**src/hdl/mbrot_pkg.sv**
```systemverilog
package mbrot_pkg;

    // Field and datapath widths
    localparam int FRAC_BITS  = 28;
    localparam int FX_W       = 32;                 // Q4.28 signed
    localparam int PROD_W     = 2 * FX_W;           // full signed product
    localparam int SQ_W       = PROD_W - FRAC_BITS; // product after the binary point shift
    localparam int SUM_W      = SQ_W + 1;           // headroom for the z update sums
    localparam int PIX_W      = 12;
    localparam int SIZE_W     = 13;
    localparam int ITER_W     = 10;
    localparam int CNT_W      = ITER_W + 1;         // count may pass the limit by one
    localparam int COL_W      = 8;
    localparam int NUM_W      = PIX_W + 2 + FRAC_BITS; // (4 * pixel) << FRAC_BITS
    localparam int REM_W      = SIZE_W - 1;         // remainder stays below the divisor
    localparam int CFG_IDX_W  = 2;
    localparam int CFG_DATA_W = 13;

    // Register indexes on the configuration port
    localparam logic [CFG_IDX_W-1:0] CFG_MIN_ITER = 2'd0;
    localparam logic [CFG_IDX_W-1:0] CFG_MAX_ITER = 2'd1;
    localparam logic [CFG_IDX_W-1:0] CFG_WIDTH    = 2'd2;
    localparam logic [CFG_IDX_W-1:0] CFG_HEIGHT   = 2'd3;

    // Constants
    localparam logic [SIZE_W-1:0]        MAX_SIZE  = 13'd4096;
    localparam logic [COL_W-1:0]         LEVEL_MAX = 8'd255;
    localparam logic signed [FX_W-1:0]   FX_MAX    = 32'sh7fff_ffff;
    localparam logic signed [FX_W-1:0]   FX_MIN    = 32'sh8000_0000;
    localparam logic [FX_W-1:0]          FX_TWO    = 32'h2000_0000;
    // quotient at which q - 2.0 no longer fits Q4.28
    localparam logic [NUM_W-1:0]         Q_SAT     = 42'h000_a000_0000;
    // |z|^2 escape threshold, 4.0
    localparam logic [SUM_W-1:0]         ESC_LIM   = 37'h0_4000_0000;
    // bias that turns an arithmetic shift of a negative product into truncation toward zero
    localparam logic [PROD_W-1:0]        TRUNC_FIX = 64'h0000_0000_0fff_ffff;

    typedef logic signed [FX_W-1:0] t_fx;

    // Word handed from one divider cell to the next
    typedef struct packed {
        logic             valid;
        logic [REM_W-1:0] rem;
    } t_div_link;

    // Clamp a wide sum onto the Q4.28 range
    function automatic t_fx fx_sat(input logic signed [SUM_W-1:0] v);
        t_fx r;
        if (!v[SUM_W-1] && (v[SUM_W-2:FX_W-1] != '0)) begin
            r = FX_MAX;
        end else if (v[SUM_W-1] && (v[SUM_W-2:FX_W-1] != '1)) begin
            r = FX_MIN;
        end else begin
            r = $signed(v[FX_W-1:0]);
        end
        return r;
    endfunction

endpackage

```
**src/hdl/mbrot_div_cell.sv**
```systemverilog
module mbrot_div_cell (
    input  logic                           i_clk,
    input  logic                           i_rst_n,
    input  mbrot_pkg::t_div_link           i_link,
    input  logic                           i_numer_bit,
    input  logic [mbrot_pkg::SIZE_W-1:0]   i_divisor,
    output mbrot_pkg::t_div_link           o_link,
    output logic                           o_qbit
);

    logic                          r_valid;
    logic [mbrot_pkg::REM_W-1:0]   r_rem;
    logic                          r_qbit;
    logic [mbrot_pkg::SIZE_W-1:0]  w_trial;
    logic [mbrot_pkg::SIZE_W-1:0]  w_diff;
    logic                          w_ge;
    logic [mbrot_pkg::REM_W-1:0]   n_rem;

    // One restoring step: bring down a numerator bit, subtract if it fits
    assign w_trial = {i_link.rem, i_numer_bit};
    assign w_ge    = (w_trial >= i_divisor);
    assign w_diff  = w_trial - i_divisor;
    assign n_rem   = w_ge ? w_diff[mbrot_pkg::REM_W-1:0] : w_trial[mbrot_pkg::REM_W-1:0];

    // Wavefront token
    always_ff @(posedge i_clk) begin
        if (!i_rst_n) begin
            r_valid <= 1'b0;
        end else begin
            r_valid <= i_link.valid;
        end
    end

    // Remainder moves on, quotient bit stays here until the next pass
    always_ff @(posedge i_clk) begin
        if (i_link.valid) begin
            r_rem  <= n_rem;
            r_qbit <= w_ge;
        end
    end

    assign o_link.valid = r_valid;
    assign o_link.rem   = r_rem;
    assign o_qbit       = r_qbit;

endmodule

```
**src/hdl/mbrot_div_chain.sv**
```systemverilog
module mbrot_div_chain (
    input  logic                           i_clk,
    input  logic                           i_rst_n,
    input  logic                           i_start,
    input  logic [mbrot_pkg::NUM_W-1:0]    i_numer,
    input  logic [mbrot_pkg::SIZE_W-1:0]   i_divisor,
    output logic                           o_done,
    output logic [mbrot_pkg::NUM_W-1:0]    o_quot
);

    logic                          r_go;
    logic [mbrot_pkg::NUM_W-1:0]   r_numer;
    logic [mbrot_pkg::SIZE_W-1:0]  r_divisor;
    mbrot_pkg::t_div_link          w_link [0:mbrot_pkg::NUM_W];
    wire  [mbrot_pkg::NUM_W-1:0]   w_qbit;

    // Launch token
    always_ff @(posedge i_clk) begin
        if (!i_rst_n) begin
            r_go <= 1'b0;
        end else begin
            r_go <= i_start;
        end
    end

    // Operands held for the whole pass
    always_ff @(posedge i_clk) begin
        if (i_start) begin
            r_numer   <= i_numer;
            r_divisor <= i_divisor;
        end
    end

    assign w_link[0] = {r_go, {mbrot_pkg::REM_W{1'b0}}};

    // Cell k works on numerator bit NUM_W-1-k, most significant first
    for (genvar k = 0; k < mbrot_pkg::NUM_W; k++) begin : g_cell
        mbrot_div_cell u_cell (
            .i_clk       (i_clk),
            .i_rst_n     (i_rst_n),
            .i_link      (w_link[k]),
            .i_numer_bit (r_numer[mbrot_pkg::NUM_W-1-k]),
            .i_divisor   (r_divisor),
            .o_link      (w_link[k+1]),
            .o_qbit      (w_qbit[mbrot_pkg::NUM_W-1-k])
        );
    end

    assign o_done = w_link[mbrot_pkg::NUM_W].valid;
    assign o_quot = w_qbit;

endmodule

```
**config.mk**
```make
export PLATFORM = sky130hd
export DESIGN_NAME = mbrot_div_chain
export DESIGN_NICKNAME = d
export VERILOG_FILES = /design/src/hdl/mbrot_pkg.sv /design/src/hdl/mbrot_div_cell.sv /design/src/hdl/mbrot_div_chain.sv
export SDC_FILE = /design/constraint.sdc
export NUM_CORES = 2
export LEC_CHECK = 0
export CAP_MARGIN = 20
export CORE_ASPECT_RATIO = 1.2
export CORE_UTILIZATION = 38
export CTS_BUF_LIST = sky130_fd_sc_hd__clkbuf_16
export DETAILED_ROUTE_END_ITERATION = 16
export DONT_BUFFER_PORTS = 1
export PLACE_DENSITY = 0.49
export SLEW_MARGIN = 40
export SYNTH_ARGS = -nofsm -noshare
export SYNTH_HDL_FRONTEND = slang
export SYNTH_SLANG_ARGS = --single-unit
```
**constraint.sdc**
```tcl
create_clock -name i_clk -period 8.2 [get_ports i_clk]
set_input_delay 2.46 -clock i_clk [delete_from_list [all_inputs] [get_ports i_clk]]
set_output_delay 2.46 -clock i_clk [all_outputs]
set_load 0.03 [all_outputs]
```
==> impl_metrics.toml <==
[outcome]
status = "finished clean"

[layout]
fin_nets = 4836
utilization_pct = 42.07
nFillCells = 11726
drive_gt1_share_pct = 14.64
area_growth_pct = 9.385
fin_area_um2 = 51290
multi_input_area_um2 = 26980
ff_latch_area_um2 = 18550

[synthesis]
synthesis.area_um2 = 46890
synth-async-reset-ratio_pct = 0
dominantRegCellSynth = "edfxtp_1"
synth_edf_count = 589
syn_area_per_cell_um2 = 11.20
synth_fp_nets = 4821
yosysSeqAreaShare_pct = 39.56
yosys.area.top_type = "edfxtp_1"
yosysWarnings = 0
yosys.cell_types.count = 80
synth_area_leaders = "edfxtp_1, ha_1, mux2_2, xnor2_1, a21oi_1"
netlist_instances = 4188
synth.ff_latch_count = 632
synth_top_area_share_pct = 37.72

[timing]
fmax_mhz = 236.4
rsz0062_at_grt = "no"
hold-worst-slack_ns = 0.4500
worst_pin_slew_ns = 0.8254
layout_min_cycle_time_ns = 4.231
slew_violations = 0
final-setup-viol-count = 0
relSlewSlack_pct = 44.97
skew_ns = 0.02966
finalHoldViolations = 0
min_period_over_period_pct = 51.59
setup-tns-final_ns = 0

[min_path]
hold_depth = 0
hold_path.class = "register to register"

[clock_network]
root_buffer = "clkbuf_16"
cts.clk_slew.worst_paths_ns = 0.06
htree_levels = 3
cts_hold_buffers = 0
ctsResizeCount = 0
clk_latency_ns = 0.69
post-cts-setup-buffers = 0
cts_buffer_depth = 3
tritoncts = "built"
cts.sinks = 632
cts_buffers = 79

[grt]
antenna_found_initial = 6
grt_pass1_wl_mm = 186.6
grt_pass1_vias = 32526
grt_max_degree = 57
track_usage_pct = 19.44
grt_overflow = 0

[floorplanning]
rows = 140
die_area_um2 = 124800
die_w_um = 322.7
top_level_ports = 101
die_h_um = 386.8
floorplan.initialDensity_pct = 38.46
core_region_area_um2 = 121900

[job]
cap_viol_max_count = 0

[power]
p_total_mw = 9.239
vdd_drop_max_v = 0.0001459
power_density_nw_per_um2 = 180.1
total_leakage_power_nw = 20.08

[routing]
drc = 0
wl_per_cell_um = 20.58
vias = 31863
viasPerCell = 5.396
wirelength_mm = 121.5
ant_nets = 0
drt_pass1_iterations = 5
drt_iter0_markers = 1594

[place]
gp_congestion = 0.8304
port_buffers = 0
dpl_cell_area_um2 = 48550
dp_hpwl_mm = 83.93

[worst_setup_path]
path_class = "register to register"
crit_required_ns = 8.61
crit_path_end_kind = "register"
rr_worst_depth = 9
cp-start-kind = "register"
crit_arrival_ns = 4.64
cp_max_fo = 23
==> kinds of logic after synthesis <==
logic type                 Yosys count  share of synthesized area [%]
AOI/OAI and AO/OA                  989                          14.44
and+or+nand+nor                    919                          10.16
muxes                              448                          10.94
DFF                                632                          39.56
buffers and inverters              317                          3.165
xor gates and xnor gates           308                          5.753
adders and majority gates          575                          15.98
==> area by class of cell <==
type | instances | area share, %
clock buffers | 82 | 4.001
inverters | 222 | 1.656
diodes | 4 | 0.01952
clock inverters | 64 | 1.103
flip-flops and latches | 632 | 36.16
repair buffers | 29 | 0.4708
multi-input cells | 3239 | 52.60
well taps | 1633 | 3.984
==> cell usage after synthesis (31+ instances only) <==
cell and number:
edfxtp_1 589, ha_1 535, mux2_2 317, a21oi_1 248, inv_1 221, nor2_1 216, xnor2_1 214, o21ai_0 199
nand2_1 155, nor2b_1 123, a21o_1 102, nand3_1 100, xor2_1 94, mux2i_1 81, o21a_1 74, nor3_1 62
buf_4 59, and2_1 58, mux2_4 49, dfxtp_1 43, nand2b_1 43, fa_1 40, o31ai_1 36, a211oi_1 34
nand4_1 31, nor4_1 31
==> critical path, cell delays in order, from the launching register on <==
cell	delay, ns
edfxtp_1	0.37
clkinv_2	0.56
buf_4	0.55
ha_1	0.41
and3_1	0.19
a221o_1	0.38
a21oi_1	0.20
a21oi_1	0.15
a31oi_2	0.70
mux2_2	0.42
==> through the flow <==
| step | instances | setup slack (ns) |
|---|---|---|
| 2_1_floorplan | 4188 | 2.318 |
| 3_3_place_gp | 5754 | 3.917 |
| 3_5_place_dp | 5754 | 3.920 |
| 4_1_cts | 5900 | 3.891 |
| 5_1_grt | 5901 | 3.771 |
| 6_report | 5905 | 3.969 |
==> power breakdown <==
group,total (mW),switching [mW],internal (mW)
Clock,3.59,1.47,2.12
Combinational,2.00,1.10,0.908
Sequential,3.64,0.0270,3.62
Total,9.24,2.59,6.65
==> layout by cell type (no fill, tap or decap), types with 16 or more instances in the layout <==
cell type,n
edfxtp_1,589
ha_1,535
mux2_2,317
a21oi_1,248
inv_1,218
nor2_1,216
xnor2_1,214
o21ai_0,199
nand2_1,155
nor2b_1,123
a21o_1,102
nand3_1,100
xor2_1,94
clkbuf_16,82
mux2i_1,81
o21a_1,74
nor3_1,62
and2_1,58
mux2_4,49
nand2b_1,43
dfxtp_1,43
fa_1,40
o31ai_1,36
a211oi_1,34
clkinv_2,33
nor4_1,31
nand4_1,31
a21boi_0,28
a31oi_1,27
buf_4,25
and4_1,22
and3_1,21
o21ai_1,19
a221o_1,19
o31a_1,17
clkinv_1,17
o41ai_1,16
o21bai_1,16
==> flip-flops by register name, indices dropped and copies added (netlist names) <==
| register | flops |
|---|---|
| r_go | 1 |
| r_numer | 42 |
| g_cell.u_cell.r_rem | 492 |
| r_divisor | 13 |
| g_cell.u_cell.r_valid | 42 |
| g_cell.u_cell.o_qbit | 42 |
==> worst paths after layout <==
kind                                        startpoint                                   end  slack, ns
setup / recovery                r_divisor[5]$_DFFE_PP_  g_cell[10].u_cell.r_rem[6]$_DFFE_PP_       3.97
hold / removal    g_cell[40].u_cell.r_valid$_SDFF_PN0_    g_cell[41].u_cell.o_qbit$_DFFE_PP_       0.45
setup reg to reg                r_divisor[5]$_DFFE_PP_  g_cell[10].u_cell.r_rem[6]$_DFFE_PP_       3.97
hold reg to reg   g_cell[40].u_cell.r_valid$_SDFF_PN0_    g_cell[41].u_cell.o_qbit$_DFFE_PP_       0.45
==> per-layer routing <==
layer	part of all wire [%]	GRT usage, %
met5	0.035	0
met4	3.2	6.980
met3	3.9	3.304
met2	50	34.73
met1	43	23.18
No activity file was read; power rests on OpenSTA's default activity.
